<file path="src/sv/pwmma_pkg.sv">
// Shared types, constants and helper functions for the packet word statistics block.
package pwmma_pkg;

    // Words per beat, and words counted on the second beat of a packet.
    localparam int BEAT_WORDS   = 16;
    localparam int SECOND_WORDS = 11;
    localparam int WORD_WIDTH   = 16;
    localparam int LANE_WIDTH   = 64;
    localparam int BSUM_WIDTH   = 20;
    localparam int BCNT_WIDTH   = 5;
    localparam int SUM_WIDTH    = 32;
    localparam int STEP_WIDTH   = $clog2(SUM_WIDTH);

    // Depth of the queue between the front and back parts.
    localparam int QUEUE_DEPTH  = 2;
    localparam int QPTR_WIDTH   = $clog2(QUEUE_DEPTH);
    localparam int QCNT_WIDTH   = $clog2(QUEUE_DEPTH + 1);

    localparam logic [WORD_WIDTH-1:0] WORD_MIN_INIT = 16'hFFFF;
    localparam logic [WORD_WIDTH-1:0] WORD_ZERO     = 16'h0000;

    // Position of a beat inside its packet.
    typedef enum logic [1:0] {
        PH_FIRST,
        PH_SECOND,
        PH_STREAM
    } t_phase;

    // Back part sequencer states.
    typedef enum logic [1:0] {
        BK_RUN,
        BK_DIV,
        BK_DONE
    } t_back_state;

    // One classified beat with its partial statistics.
    typedef struct packed {
        logic [LANE_WIDTH-1:0] word0;
        logic [LANE_WIDTH-1:0] word1;
        logic [LANE_WIDTH-1:0] word2;
        logic [LANE_WIDTH-1:0] word3;
        logic                  eop;
        logic                  stats_end;
        logic [WORD_WIDTH-1:0] bmax;
        logic [WORD_WIDTH-1:0] bmin;
        logic [BSUM_WIDTH-1:0] bsum;
        logic [BCNT_WIDTH-1:0] bcnt;
    } t_entry;

    // One result beat.
    typedef struct packed {
        logic [LANE_WIDTH-1:0] word0;
        logic [LANE_WIDTH-1:0] word1;
        logic [LANE_WIDTH-1:0] word2;
        logic [LANE_WIDTH-1:0] word3;
        logic                  eop;
    } t_result;

    // Byte swap of a 16-bit word (big-endian on the wire).
    function automatic logic [WORD_WIDTH-1:0] swap16(input logic [WORD_WIDTH-1:0] v);
        swap16 = {v[7:0], v[15:8]};
    endfunction

endpackage

</file>
<file path="src/sv/packet_word_max_min_avg_core.sv">
// Top level of the packet word max, min and average block.
//
//  Channel  | Handshake           | Payload
//  ---------+---------------------+------------------------------------------------
//  Input    | push / full         | i_beat_word0..3, i_end_of_packet
//  Result   | empty / pop         | o_out_word0..3, o_out_end_of_packet
//
// A beat that is not a counted packet end moves from push through the queue and the
// result register to the result ports; such beats pass one per cycle while results
// are taken and no packet end is being finished. A counted last beat holds the back
// part while it merges, runs the bit-serial divider for the average and loads the
// result register. Meanwhile the two-entry queue keeps taking transfers until full.
// Reset clears the beat position, the statistics, the queue and the result valid.
// A stalled result waits in the result register while the queue keeps filling.
module packet_word_max_min_avg_core #(
    parameter int COUNT_WIDTH = 16
) (
    input  logic        i_clk,
    input  logic        i_rst_n,
    input  logic        push,
    output logic        full,
    input  logic [63:0] i_beat_word0,
    input  logic [63:0] i_beat_word1,
    input  logic [63:0] i_beat_word2,
    input  logic [63:0] i_beat_word3,
    input  logic        i_end_of_packet,
    output logic        empty,
    input  logic        pop,
    output logic [63:0] o_out_word0,
    output logic [63:0] o_out_word1,
    output logic [63:0] o_out_word2,
    output logic [63:0] o_out_word3,
    output logic        o_out_end_of_packet
);

    logic               q_push;
    logic               q_pop;
    logic               q_empty;
    pwmma_pkg::t_entry  front_entry;
    pwmma_pkg::t_entry  head_entry;
    pwmma_pkg::t_result result;

    // Front part: beat position and per-beat reduction.
    pwmma_front u_front (
        .i_clk           (i_clk),
        .i_rst_n         (i_rst_n),
        .i_push          (push),
        .i_q_full        (full),
        .i_beat_word0    (i_beat_word0),
        .i_beat_word1    (i_beat_word1),
        .i_beat_word2    (i_beat_word2),
        .i_beat_word3    (i_beat_word3),
        .i_end_of_packet (i_end_of_packet),
        .o_q_push        (q_push),
        .o_entry         (front_entry)
    );

    // Queue between the two parts.
    pwmma_queue u_queue (
        .i_clk   (i_clk),
        .i_rst_n (i_rst_n),
        .i_push  (q_push),
        .i_entry (front_entry),
        .i_pop   (q_pop),
        .o_full  (full),
        .o_empty (q_empty),
        .o_entry (head_entry)
    );

    // Back part: accumulation, divider and result register.
    pwmma_back #(
        .COUNT_WIDTH (COUNT_WIDTH)
    ) u_back (
        .i_clk     (i_clk),
        .i_rst_n   (i_rst_n),
        .i_q_empty (q_empty),
        .i_entry   (head_entry),
        .o_q_pop   (q_pop),
        .i_pop     (pop),
        .o_empty   (empty),
        .o_result  (result)
    );

    assign o_out_word0         = result.word0;
    assign o_out_word1         = result.word1;
    assign o_out_word2         = result.word2;
    assign o_out_word3         = result.word3;
    assign o_out_end_of_packet = result.eop;

endmodule

</file>
<file path="src/sv/pwmma_front.sv">
// Front part: tracks the beat position, masks the second beat and reduces each beat's words.
module pwmma_front (
    input  logic                  i_clk,
    input  logic                  i_rst_n,
    input  logic                  i_push,
    input  logic                  i_q_full,
    input  logic [63:0]           i_beat_word0,
    input  logic [63:0]           i_beat_word1,
    input  logic [63:0]           i_beat_word2,
    input  logic [63:0]           i_beat_word3,
    input  logic                  i_end_of_packet,
    output logic                  o_q_push,
    output pwmma_pkg::t_entry     o_entry
);

    pwmma_pkg::t_phase r_phase;
    pwmma_pkg::t_phase n_phase;

    logic [255:0]                      beat;
    logic                              count_all;
    logic                              count_part;
    logic [pwmma_pkg::WORD_WIDTH-1:0]  mx0 [16];
    logic [pwmma_pkg::WORD_WIDTH-1:0]  mn0 [16];
    logic [pwmma_pkg::BSUM_WIDTH-1:0]  s0  [16];
    logic [pwmma_pkg::WORD_WIDTH-1:0]  mx1 [8];
    logic [pwmma_pkg::WORD_WIDTH-1:0]  mn1 [8];
    logic [pwmma_pkg::BSUM_WIDTH-1:0]  s1  [8];
    logic [pwmma_pkg::WORD_WIDTH-1:0]  mx2 [4];
    logic [pwmma_pkg::WORD_WIDTH-1:0]  mn2 [4];
    logic [pwmma_pkg::BSUM_WIDTH-1:0]  s2  [4];
    logic [pwmma_pkg::WORD_WIDTH-1:0]  mx3 [2];
    logic [pwmma_pkg::WORD_WIDTH-1:0]  mn3 [2];
    logic [pwmma_pkg::BSUM_WIDTH-1:0]  s3  [2];

    assign beat       = {i_beat_word3, i_beat_word2, i_beat_word1, i_beat_word0};
    assign count_all  = (r_phase == pwmma_pkg::PH_STREAM);
    assign count_part = (r_phase == pwmma_pkg::PH_SECOND);
    assign o_q_push   = i_push && !i_q_full;

    // Per-word values; words that are not counted enter as neutral elements.
    always_comb begin
        logic [pwmma_pkg::WORD_WIDTH-1:0] v;
        logic                             inc;
        for (int k = 0; k < pwmma_pkg::BEAT_WORDS; k++) begin
            v   = pwmma_pkg::swap16(beat[16*k +: 16]);
            inc = count_all || (count_part && (k < pwmma_pkg::SECOND_WORDS));
            mx0[k] = inc ? v : pwmma_pkg::WORD_ZERO;
            mn0[k] = inc ? v : pwmma_pkg::WORD_MIN_INIT;
            s0[k]  = inc ? pwmma_pkg::BSUM_WIDTH'(v) : '0;
        end
    end

    // Reduction tree: four levels of max, min and add.
    always_comb begin
        for (int k = 0; k < 8; k++) begin
            mx1[k] = (mx0[2*k] > mx0[2*k+1]) ? mx0[2*k] : mx0[2*k+1];
            mn1[k] = (mn0[2*k] < mn0[2*k+1]) ? mn0[2*k] : mn0[2*k+1];
            s1[k]  = s0[2*k] + s0[2*k+1];
        end
        for (int k = 0; k < 4; k++) begin
            mx2[k] = (mx1[2*k] > mx1[2*k+1]) ? mx1[2*k] : mx1[2*k+1];
            mn2[k] = (mn1[2*k] < mn1[2*k+1]) ? mn1[2*k] : mn1[2*k+1];
            s2[k]  = s1[2*k] + s1[2*k+1];
        end
        for (int k = 0; k < 2; k++) begin
            mx3[k] = (mx2[2*k] > mx2[2*k+1]) ? mx2[2*k] : mx2[2*k+1];
            mn3[k] = (mn2[2*k] < mn2[2*k+1]) ? mn2[2*k] : mn2[2*k+1];
            s3[k]  = s2[2*k] + s2[2*k+1];
        end
    end

    // Queue entry: forwarded beat, flags and partial statistics.
    always_comb begin
        o_entry.word0     = i_beat_word0;
        o_entry.word1     = i_beat_word1;
        o_entry.word2     = count_part ? {pwmma_pkg::WORD_ZERO, i_beat_word2[47:0]}
                                       : i_beat_word2;
        o_entry.word3     = i_beat_word3;
        o_entry.eop       = i_end_of_packet;
        o_entry.stats_end = count_all && i_end_of_packet;
        o_entry.bmax      = (mx3[0] > mx3[1]) ? mx3[0] : mx3[1];
        o_entry.bmin      = (mn3[0] < mn3[1]) ? mn3[0] : mn3[1];
        o_entry.bsum      = s3[0] + s3[1];
        if (count_all) begin
            o_entry.bcnt = pwmma_pkg::BCNT_WIDTH'(pwmma_pkg::BEAT_WORDS);
        end else if (count_part) begin
            o_entry.bcnt = pwmma_pkg::BCNT_WIDTH'(pwmma_pkg::SECOND_WORDS);
        end else begin
            o_entry.bcnt = '0;
        end
    end

    // Beat position inside the packet; a last flag counts only from the third beat on.
    always_comb begin
        n_phase = r_phase;
        if (o_q_push) begin
            unique case (r_phase)
                pwmma_pkg::PH_FIRST:  n_phase = pwmma_pkg::PH_SECOND;
                pwmma_pkg::PH_SECOND: n_phase = pwmma_pkg::PH_STREAM;
                default: begin
                    n_phase = i_end_of_packet ? pwmma_pkg::PH_FIRST : pwmma_pkg::PH_STREAM;
                end
            endcase
        end
    end

    always_ff @(posedge i_clk) begin
        if (!i_rst_n) begin
            r_phase <= pwmma_pkg::PH_FIRST;
        end else begin
            r_phase <= n_phase;
        end
    end

    // A counted last beat returns the position to the packet start.
    a_eop_restart: assert property (@(posedge i_clk) disable iff (!i_rst_n)
        (o_q_push && o_entry.stats_end) |=> (r_phase == pwmma_pkg::PH_FIRST))
        else $error("phase did not restart after a counted last beat");

    // Only beats from the third on may close the statistics.
    a_stats_end_phase: assert property (@(posedge i_clk) disable iff (!i_rst_n)
        o_entry.stats_end |-> (o_entry.bcnt == pwmma_pkg::BCNT_WIDTH'(pwmma_pkg::BEAT_WORDS)))
        else $error("statistics end flagged on a partly counted beat");

endmodule

</file>
<file path="src/sv/pwmma_queue.sv">
// Short queue of classified beats between the front and back parts.
module pwmma_queue (
    input  logic               i_clk,
    input  logic               i_rst_n,
    input  logic               i_push,
    input  pwmma_pkg::t_entry  i_entry,
    input  logic               i_pop,
    output logic               o_full,
    output logic               o_empty,
    output pwmma_pkg::t_entry  o_entry
);

    pwmma_pkg::t_entry                r_mem [pwmma_pkg::QUEUE_DEPTH];
    logic [pwmma_pkg::QPTR_WIDTH-1:0] r_wr_ptr;
    logic [pwmma_pkg::QPTR_WIDTH-1:0] r_rd_ptr;
    logic [pwmma_pkg::QCNT_WIDTH-1:0] r_count;
    logic [pwmma_pkg::QCNT_WIDTH-1:0] n_count;
    logic                             do_push;
    logic                             do_pop;

    assign o_full  = (r_count == pwmma_pkg::QCNT_WIDTH'(pwmma_pkg::QUEUE_DEPTH));
    assign o_empty = (r_count == '0);
    assign o_entry = r_mem[r_rd_ptr];
    assign do_push = i_push && !o_full;
    assign do_pop  = i_pop && !o_empty;

    // Fill level follows pushes and pops.
    always_comb begin
        n_count = r_count;
        if (do_push && !do_pop) begin
            n_count = r_count + 1'b1;
        end else if (do_pop && !do_push) begin
            n_count = r_count - 1'b1;
        end
    end

    always_ff @(posedge i_clk) begin
        if (!i_rst_n) begin
            r_wr_ptr <= '0;
            r_rd_ptr <= '0;
            r_count  <= '0;
        end else begin
            r_count <= n_count;
            if (do_push) begin
                r_wr_ptr <= r_wr_ptr + 1'b1;
            end
            if (do_pop) begin
                r_rd_ptr <= r_rd_ptr + 1'b1;
            end
        end
    end

    // Entry storage needs no reset.
    always_ff @(posedge i_clk) begin
        if (do_push) begin
            r_mem[r_wr_ptr] <= i_entry;
        end
    end

    // The pointers stay apart by exactly the fill level.
    a_ptr_level: assert property (@(posedge i_clk) disable iff (!i_rst_n)
        (r_wr_ptr - r_rd_ptr) == pwmma_pkg::QPTR_WIDTH'(r_count))
        else $error("queue pointers disagree with the fill level");

    a_no_overflow: assert property (@(posedge i_clk) disable iff (!i_rst_n)
        r_count <= pwmma_pkg::QCNT_WIDTH'(pwmma_pkg::QUEUE_DEPTH))
        else $error("queue fill level beyond its depth");

endmodule

</file>
<file path="src/sv/pwmma_back.sv">
// Back part: accumulates statistics, divides at packet end and holds the result beat.
module pwmma_back #(
    parameter int COUNT_WIDTH = 16
) (
    input  logic               i_clk,
    input  logic               i_rst_n,
    input  logic               i_q_empty,
    input  pwmma_pkg::t_entry  i_entry,
    output logic               o_q_pop,
    input  logic               i_pop,
    output logic               o_empty,
    output pwmma_pkg::t_result o_result
);

    pwmma_pkg::t_back_state            r_state;
    pwmma_pkg::t_back_state            n_state;
    logic [pwmma_pkg::WORD_WIDTH-1:0]  r_max;
    logic [pwmma_pkg::WORD_WIDTH-1:0]  n_max;
    logic [pwmma_pkg::WORD_WIDTH-1:0]  r_min;
    logic [pwmma_pkg::WORD_WIDTH-1:0]  n_min;
    logic [pwmma_pkg::SUM_WIDTH-1:0]   r_sum;
    logic [pwmma_pkg::SUM_WIDTH-1:0]   n_sum;
    logic [COUNT_WIDTH-1:0]            r_cnt;
    logic [COUNT_WIDTH-1:0]            n_cnt;
    logic [pwmma_pkg::STEP_WIDTH-1:0]  r_step;
    logic [pwmma_pkg::STEP_WIDTH-1:0]  n_step;
    logic [COUNT_WIDTH-1:0]            r_rem;
    logic [COUNT_WIDTH-1:0]            n_rem;
    logic [pwmma_pkg::SUM_WIDTH-1:0]   r_quo;
    logic [pwmma_pkg::SUM_WIDTH-1:0]   n_quo;
    pwmma_pkg::t_result                r_hold;
    pwmma_pkg::t_result                n_hold;
    pwmma_pkg::t_result                r_out;
    pwmma_pkg::t_result                n_out;
    logic                              r_out_vld;
    logic                              n_out_vld;

    logic                              slot_free;
    logic [pwmma_pkg::WORD_WIDTH-1:0]  acc_max;
    logic [pwmma_pkg::WORD_WIDTH-1:0]  acc_min;
    logic [pwmma_pkg::SUM_WIDTH-1:0]   acc_sum;
    logic [COUNT_WIDTH-1:0]            acc_cnt;
    logic [COUNT_WIDTH:0]              div_shift;
    logic                              div_ge;
    logic [COUNT_WIDTH:0]              div_diff;

    assign o_empty   = !r_out_vld;
    assign o_result  = r_out;
    assign slot_free = !r_out_vld || i_pop;

    // Running statistics merged with the head entry's partial results.
    assign acc_max = (i_entry.bmax > r_max) ? i_entry.bmax : r_max;
    assign acc_min = (i_entry.bmin < r_min) ? i_entry.bmin : r_min;
    assign acc_sum = r_sum + pwmma_pkg::SUM_WIDTH'(i_entry.bsum);
    assign acc_cnt = r_cnt + COUNT_WIDTH'(i_entry.bcnt);

    // One restoring divide step: sum over count, one quotient bit a cycle.
    assign div_shift = {r_rem, r_quo[pwmma_pkg::SUM_WIDTH-1]};
    assign div_ge    = (div_shift >= {1'b0, r_cnt});
    assign div_diff  = div_shift - {1'b0, r_cnt};

    // Sequencer: take beats, run the divider at packet end, then emit the statistics.
    always_comb begin
        n_state   = r_state;
        n_max     = r_max;
        n_min     = r_min;
        n_sum     = r_sum;
        n_cnt     = r_cnt;
        n_step    = r_step;
        n_rem     = r_rem;
        n_quo     = r_quo;
        n_hold    = r_hold;
        n_out     = r_out;
        n_out_vld = r_out_vld && !i_pop;
        o_q_pop   = 1'b0;
        unique case (r_state)
            pwmma_pkg::BK_RUN: begin
                if (!i_q_empty && slot_free) begin
                    o_q_pop = 1'b1;
                    n_max   = acc_max;
                    n_min   = acc_min;
                    n_sum   = acc_sum;
                    n_cnt   = acc_cnt;
                    n_hold  = '{word0: i_entry.word0, word1: i_entry.word1,
                                word2: i_entry.word2, word3: i_entry.word3,
                                eop: i_entry.eop};
                    if (i_entry.stats_end) begin
                        n_state = pwmma_pkg::BK_DIV;
                        n_step  = pwmma_pkg::STEP_WIDTH'(pwmma_pkg::SUM_WIDTH - 1);
                        n_rem   = '0;
                        n_quo   = acc_sum;
                    end else begin
                        n_out     = n_hold;
                        n_out_vld = 1'b1;
                    end
                end
            end
            pwmma_pkg::BK_DIV: begin
                n_rem  = div_ge ? div_diff[COUNT_WIDTH-1:0] : div_shift[COUNT_WIDTH-1:0];
                n_quo  = {r_quo[pwmma_pkg::SUM_WIDTH-2:0], div_ge};
                n_step = r_step - 1'b1;
                if (r_step == '0) begin
                    n_state = pwmma_pkg::BK_DONE;
                end
            end
            pwmma_pkg::BK_DONE: begin
                if (slot_free) begin
                    n_out       = r_hold;
                    n_out.word0 = {pwmma_pkg::swap16(r_quo[15:0]),
                                   pwmma_pkg::swap16(r_cnt[15:0]),
                                   pwmma_pkg::swap16(r_min),
                                   pwmma_pkg::swap16(r_max)};
                    n_out_vld   = 1'b1;
                    n_max       = pwmma_pkg::WORD_ZERO;
                    n_min       = pwmma_pkg::WORD_MIN_INIT;
                    n_sum       = '0;
                    n_cnt       = '0;
                    n_state     = pwmma_pkg::BK_RUN;
                end
            end
            default: begin
                n_state = pwmma_pkg::BK_RUN;
            end
        endcase
    end

    // Control and statistics registers.
    always_ff @(posedge i_clk) begin
        if (!i_rst_n) begin
            r_state   <= pwmma_pkg::BK_RUN;
            r_out_vld <= 1'b0;
            r_max     <= pwmma_pkg::WORD_ZERO;
            r_min     <= pwmma_pkg::WORD_MIN_INIT;
            r_sum     <= '0;
            r_cnt     <= '0;
            r_step    <= '0;
        end else begin
            r_state   <= n_state;
            r_out_vld <= n_out_vld;
            r_max     <= n_max;
            r_min     <= n_min;
            r_sum     <= n_sum;
            r_cnt     <= n_cnt;
            r_step    <= n_step;
        end
    end

    // Payload and divider data registers.
    always_ff @(posedge i_clk) begin
        r_rem  <= n_rem;
        r_quo  <= n_quo;
        r_hold <= n_hold;
        r_out  <= n_out;
    end

    // The queue is drained only while no packet end is being finished.
    a_pop_in_run: assert property (@(posedge i_clk) disable iff (!i_rst_n)
        o_q_pop |-> (r_state == pwmma_pkg::BK_RUN))
        else $error("queue popped while the divider is busy");

    // The divider runs its full length before the result is emitted.
    a_div_done: assert property (@(posedge i_clk) disable iff (!i_rst_n)
        (r_state == pwmma_pkg::BK_DIV && r_step == '0) |=> (r_state == pwmma_pkg::BK_DONE))
        else $error("divider did not finish after its last step");

    // Statistics are cleared once the packet-end beat is loaded.
    a_stats_clear: assert property (@(posedge i_clk) disable iff (!i_rst_n)
        (r_state == pwmma_pkg::BK_DONE && slot_free) |=> (r_cnt == '0 && r_sum == '0))
        else $error("statistics not cleared after packet end");

endmodule

</file>
<file path="config.mk">
export PLATFORM = sky130hd
export DESIGN_NAME = packet_word_max_min_avg_core
export DESIGN_NICKNAME = d
export VERILOG_FILES = /design/src/sv/pwmma_pkg.sv /design/src/sv/packet_word_max_min_avg_core.sv /design/src/sv/pwmma_front.sv /design/src/sv/pwmma_queue.sv /design/src/sv/pwmma_back.sv
export SDC_FILE = /design/constraint.sdc
export NUM_CORES = 2
export LEC_CHECK = 0
export CORE_UTILIZATION = 45
export DETAILED_ROUTE_END_ITERATION = 8
export DONT_BUFFER_PORTS = 1
export GPL_TIMING_DRIVEN = 0
export HOLD_SLACK_MARGIN = 0.06
export PLACE_DENSITY = 0.61
export RECOVER_POWER = 100
export SYNTH_ARGS = -nofsm -noshare
export SYNTH_HDL_FRONTEND = slang
export SYNTH_SLANG_ARGS = --single-unit
</file>
<file path="constraint.sdc">
create_clock -name i_clk -period 55.7 [get_ports i_clk]
set_input_delay 13.925 -clock i_clk [delete_from_list [all_inputs] [get_ports i_clk]]
set_output_delay 13.925 -clock i_clk [all_outputs]
set_load 0.01 [all_outputs]
</file>
[Word-level counts from Yosys, hierarchy flattened]
Memory sizes are Yosys's and may differ from the RTL's. A register that Yosys moved wholly into a read port is not among the register bits.
Cells that the tools add are included.
Word-level totals
  register bits after elaboration: 592
  RAM bits: 630
  input bits: 261
  output and inout port bits: 259
  logic and storage cells: 248
  memories kept: 1
Memory list
  u_queue.r_mem: words 2, bits a word 315, read ports 1, clocked after Yosys merged registers in 1, wr ports 1, RTL line pwmma_queue.sv:13  | pwmma_pkg::t_entry r_mem [pwmma_pkg::QUEUE_DEPTH];
Cells by class
  add/subtract/negate cells: 23
  magnitude comparators: 33
  equal/unequal tests: 12
  multiplexer cells: 127
  reductions and logical operators: 30
Operators with widths (number)
  2-to-1 mux 16 bit: 88
  2-to-1 mux 257 bit: 3
  one-hot mux 257 bit (2 select lines): 1
  adder 20 bit: 15
  greater-than comparator 16 bit: 16
  < comparator 16 bit: 16
  2-to-1 mux 32 bit: 4
  one-hot mux 16 bit (2 select lines): 4
  one-hot mux 32 bit (2 select lines): 2
  2-to-1 mux 64 bit: 1
  adder 32 x 20 -> 32 bit: 1
  greater-or-equal comparator 17 x 16 -> 1 bit: 1
  adder 16 x 5 -> 16 bit: 1
  AND reduction 4 bit: 4
  subtractor 16 bit: 1
  2-to-1 mux 5 bit: 3
  2-to-1 mux 2 bit: 7
  inequality test 2 x 1 -> 1 bit (second input constant): 5
  one-hot mux 5 bit (2 select lines): 1
  2-to-1 mux 1 bit: 9
  logical AND 1 bit: 8
  == test 2 bit (second input constant): 3
  logical NOT 1 bit: 6
  logical NOT 2 bit: 3
  other kinds (15): 22

[Depth between registers and ports, before layout]
  depth in word-level cells: 11
  depth in mapped cells: 61
  depth with buffers taken out: 49

[By module]
From an unflattened synthesis, not the netlist that was laid out.
Second synthesis, totals
  cell total of the unflattened synthesis: 6656
  area, all modules: 76748.6 um2
By module, submodules not included
  pwmma_front: instances 1, cells each 3926, area an instance 28401.0 um2, seq. area each 40.0 um2
  pwmma_back: instances 1, cells each 1725, area an instance 25291.8 um2, seq. area each 16716.0 um2
  pwmma_queue: instances 1, cells each 1005, area an instance 23055.9 um2, seq. area each 19018.2 um2

[Least setup slack after synthesis]
Ideal clock, no wire load.
  path kind: input to register
  start: input pop
  end: register u_back.r_out, in the netlist u_back.o_result[0], enable pin
  setup time: 0.960 ns
  data arrival time: 27.491 ns
  data required time: 54.740 ns
  setup slack: 27.249 ns
  stages: 5
  buffers on the path: 1
  cell sequence: nor2_1 > nor4_1 > nor2_1 > clkbuf_1 > a21oi_1
Between the ends
  word-level cells in the longest chain between the ends: 4
  elaborated cells on any way between the ends: 5
  those cells by class: eq/ne: 2; reduce/logical: 3
Ends and longest elaborated chain
  from (decl): RTL line packet_word_max_min_avg_core.sv:28  | input logic pop,
  logical OR 1 bit *: RTL line pwmma_back.sv:49  | assign slot_free = !r_out_vld || i_pop;
  logical AND 1 bit: RTL line pwmma_back.sv:78  | if (!i_q_empty && slot_free) begin
  inequality test 2 x 1 -> 1 bit (no source line)
  AND reduction 4 bit (no source line) *
  to (signal assigned): RTL line pwmma_back.sv:153  | r_out <= n_out;
  to (decl): RTL line pwmma_back.sv:33  | pwmma_pkg::t_result r_out;
Mark *: on every way between the ends. The rest lies on a longest branch, timed or not.
A chain may end at the register's enable or synchronous reset.

==> run summary <==
status - finished with violations
failing checks - max-capacitance violations, max-slew violations
DP HPWL - 196.8 mm
initial antenna violation count - 26
grt total ovfl - 0
WP data arrival - 26.40 ns
Initial DRT Pass Iterations - 6
layout cell share with drive strength beyond 1 - 5.607%
DRC - 0
Mapped Avg Cell Area - 11.05 sq um
total negative slack - 0 ns
largest net degree at the start of global routing - 64
Clock Latency Late Sink - 0.81 ns
Top FF cell, synth - edfxtp_1
height of the die - 404.4 microns
vias in the first global route - 49750
syn_nets - 7643
Post-synth ARST share - 0%
# resized after CTS - 0
chip width - 404.4 microns
Buf/Inv on CP - 7
clk sinks - 1217
worst hold stages - 2
layout net count - 7813
max-slew violations - 1018
Critical Path Sink Type - flop
worst slew pin tran - 3.651 ns
Crit path top cell by count - a21o_1
num rows - 147
cell depth of the worst setup path - 48
1st-iter DRT viols - 4609
CP peak stage delay - 0.78 ns
total of max-cap violations - 34
CTS max path bufs - 3
Max Fclk - 38.72 MHz
RSZ-0062 raised after global routing - no
routability congestion estimate - 0.9742
Antenna Nets Post-Route - 0
library cells used by synthesis - 80
slowest stage cell, crit path - a221oi_1
Synth Warn # - 0
Area Overhead vs Synth - 9.680%
Initial Util - 45.37%
H-tree depth - 4
Num CTS Buffers - 132
first-pass GRT wire length - 344.9 mm
GRT Total Usage - 29.44%
Hold/Removal Path Class - reg -> reg
Post-CTS Setup Bufs - 0
Rel. slew slack - -143.4%
setup violators final - 0
CP startpoint kind - input port
number of flops mapped to enable cells by yosys - 1122
worst r2r path cells - 56
clk slew on worst S/H paths - 0.06 ns
Post-Synthesis Cell Area - 72850 sq um
Worst EP required - 56.27 ns
CTS tree - done
vias per cell - 5.633
root buffer cell - clkbuf_16
CP Max Fanout - 10
Seq cells post-synth - 1217
Core Area - 160600 sq um
Fin. Hold Viols - 0
Synth Instances - 6591
Tcrit/Tclk final - 46.37%
Filler Cell Count - 14560
Crit path max-delay family - compound AO/OA/AOI/OAI gates
Setup Skew - 0.03084 ns
sequential share of the synthesized area - 48.86%
min cycle time layout - 25.83 ns
PortBufs - 0
Total Wirelength - 243.4 mm
die area - 163500 sq um
WL/cell - 26.93 microns
via count - 50910
Ports - 520
critical path type - in -> reg
Post-CTS Hold Fix Bufs - 0
==> flip-flops by register name (all words and copies together), names as in the netlist, named ones only <==
name and count:
u_back.o_result 257, u_back.r_state 2, u_queue.r_rd_ptr 1, u_back.r_sum 32, u_back.r_rem 16, u_back.r_max 16
u_back.r_cnt 16, u_queue.r_count 2, u_back.r_step 5, u_queue.r_mem 624, u_back.r_quo 32, u_queue.r_wr_ptr 1
u_back.r_out_vld 1, u_back.r_hold 193, u_front.r_phase 2, u_back.r_min 16
==> worst register-to-register path, delay by kind of cell, from the launching register on <==
family | cells | cell delay [ns]
AOI/OAI and AO/OA | 23 | 5.63
adders and majority gates | 5 | 1.77
buffers and inverters | 16 | 8.55
DFF | 1 | 0.37
muxes | 2 | 0.86
and+or+nand+nor | 10 | 1.15
==> cell families (layout without fill, tap and decap cells) <==
family	after synthesis	count (layout)	share of synthesized area, %
flip-flops	1217	1217	48.86
multiplexers	563	563	8.254
buffers and inverters	886	1161	4.618
adder cells (fa/ha/maj)	792	792	15.81
XOR/XNOR	77	77	0.9258
AO/OA/AOI/OAI	1004	1004	8.804
other	0	12	0
AND/OR/NAND/NOR	2052	2052	12.73
==> cell type report <==
class / count / area [sq um] / area share (%)
clock buffer: 172 / 3556 / 4.450
inverter: 618 / 2320 / 2.903
antenna: 12 / 30.03 / 0.03758
buffer: 268 / 1036 / 1.297
tap: 2160 / 2703 / 3.382
multi-input combinational: 4488 / 33870 / 42.39
timing repair buffer: 36 / 135.1 / 0.1691
clock inverter: 67 / 659.4 / 0.8253
sequential: 1217 / 35590 / 44.55
==> cells in the final DEF (no fill, tap or decap), types with 147 or more instances in the layout <==
cell type / count
mux2_1: 147
nand2b_1: 190
ha_1: 577
fa_1: 214
a21o_1: 153
nand2_1: 482
nor2_1: 901
mux2i_1: 266
a21oi_1: 308
inv_1: 618
mux2_2: 148
o21ai_0: 249
edfxtp_1: 1122
clkbuf_1: 293
==> synth_stat cells, types with 18 or more instances <==
cell	n	area (sq um)
a21o_1	153	1149
a21oi_1	308	1541
a22oi_1	22	165.2
a31oi_1	20	125.1
and2_1	59	369.1
and3_1	20	125.1
buf_1	35	131.4
buf_2	19	95.09
clkbuf_1	210	788.3
dfxtp_1	95	1902
edfxtp_1	1122	33690
fa_1	214	4284
ha_1	577	7219
inv_1	618	2320
mux2_2	294	3311
mux2i_1	266	2663
nand2_1	482	1809
nand2b_1	190	1189
nand3_1	87	435.4
nand4_1	77	481.7
nor2_1	901	3382
nor2b_1	144	900.9
nor3_1	38	190.2
o211ai_1	18	135.1
o21a_1	49	367.9
o21ai_0	248	1241
o31ai_1	29	217.7
o41a_1	28	315.3
xnor2_1	53	464.2
xor2_1	24	210.2
==> routing by layer <==
| metal | vias to the layer above | part of all wire (%) | track usage, % |
|---|---|---|---|
| met5 | - | 0.028 | 0 |
| met4 | 10 | 3.7 | 10.73 |
| met3 | 343 | 7.5 | 5.691 |
| met2 | 1835 | 46 | 46.25 |
| met1 | 25220 | 43 | 40.38 |
| li1 | 23510 | - | - |
==> through the flow <==
stage | hold WS, ns | utilization [%] | std cells | cell area (sq um) | worst slack (ns)
6_report | 0.4907 | 49.76 | 9038 | 79900 | 29.87
5_1_grt | 0.5170 | 49.75 | 9028 | 79880 | 29.08
4_1_cts | 0.4914 | 50.17 | 9026 | 80560 | 31.18
3_5_place_dp | 0.4797 | 47.55 | 8787 | 76350 | 30.39
3_3_place_gp | 0.4722 | 47.05 | 8751 | 75550 | 18.61
2_1_floorplan | 0.4315 | - | 6591 | 72850 | 27.25
==> final timing paths <==
check / from / to / slack [ns]
setup reg to reg: u_front.r_phase[0] / u_queue.r_mem[1][47] / 37.12
hold / removal: u_back.r_max[15] / u_back.r_max[15] / 0.49
hold reg to reg: u_back.r_max[15] / u_back.r_max[15] / 0.49
setup / recovery: i_beat_word1[13] / u_queue.r_mem[1][47] / 29.87
Power is left out: the tool's default activity adds up to more than one toggle a clock period on the data nets, which glitch-free logic cannot reach.
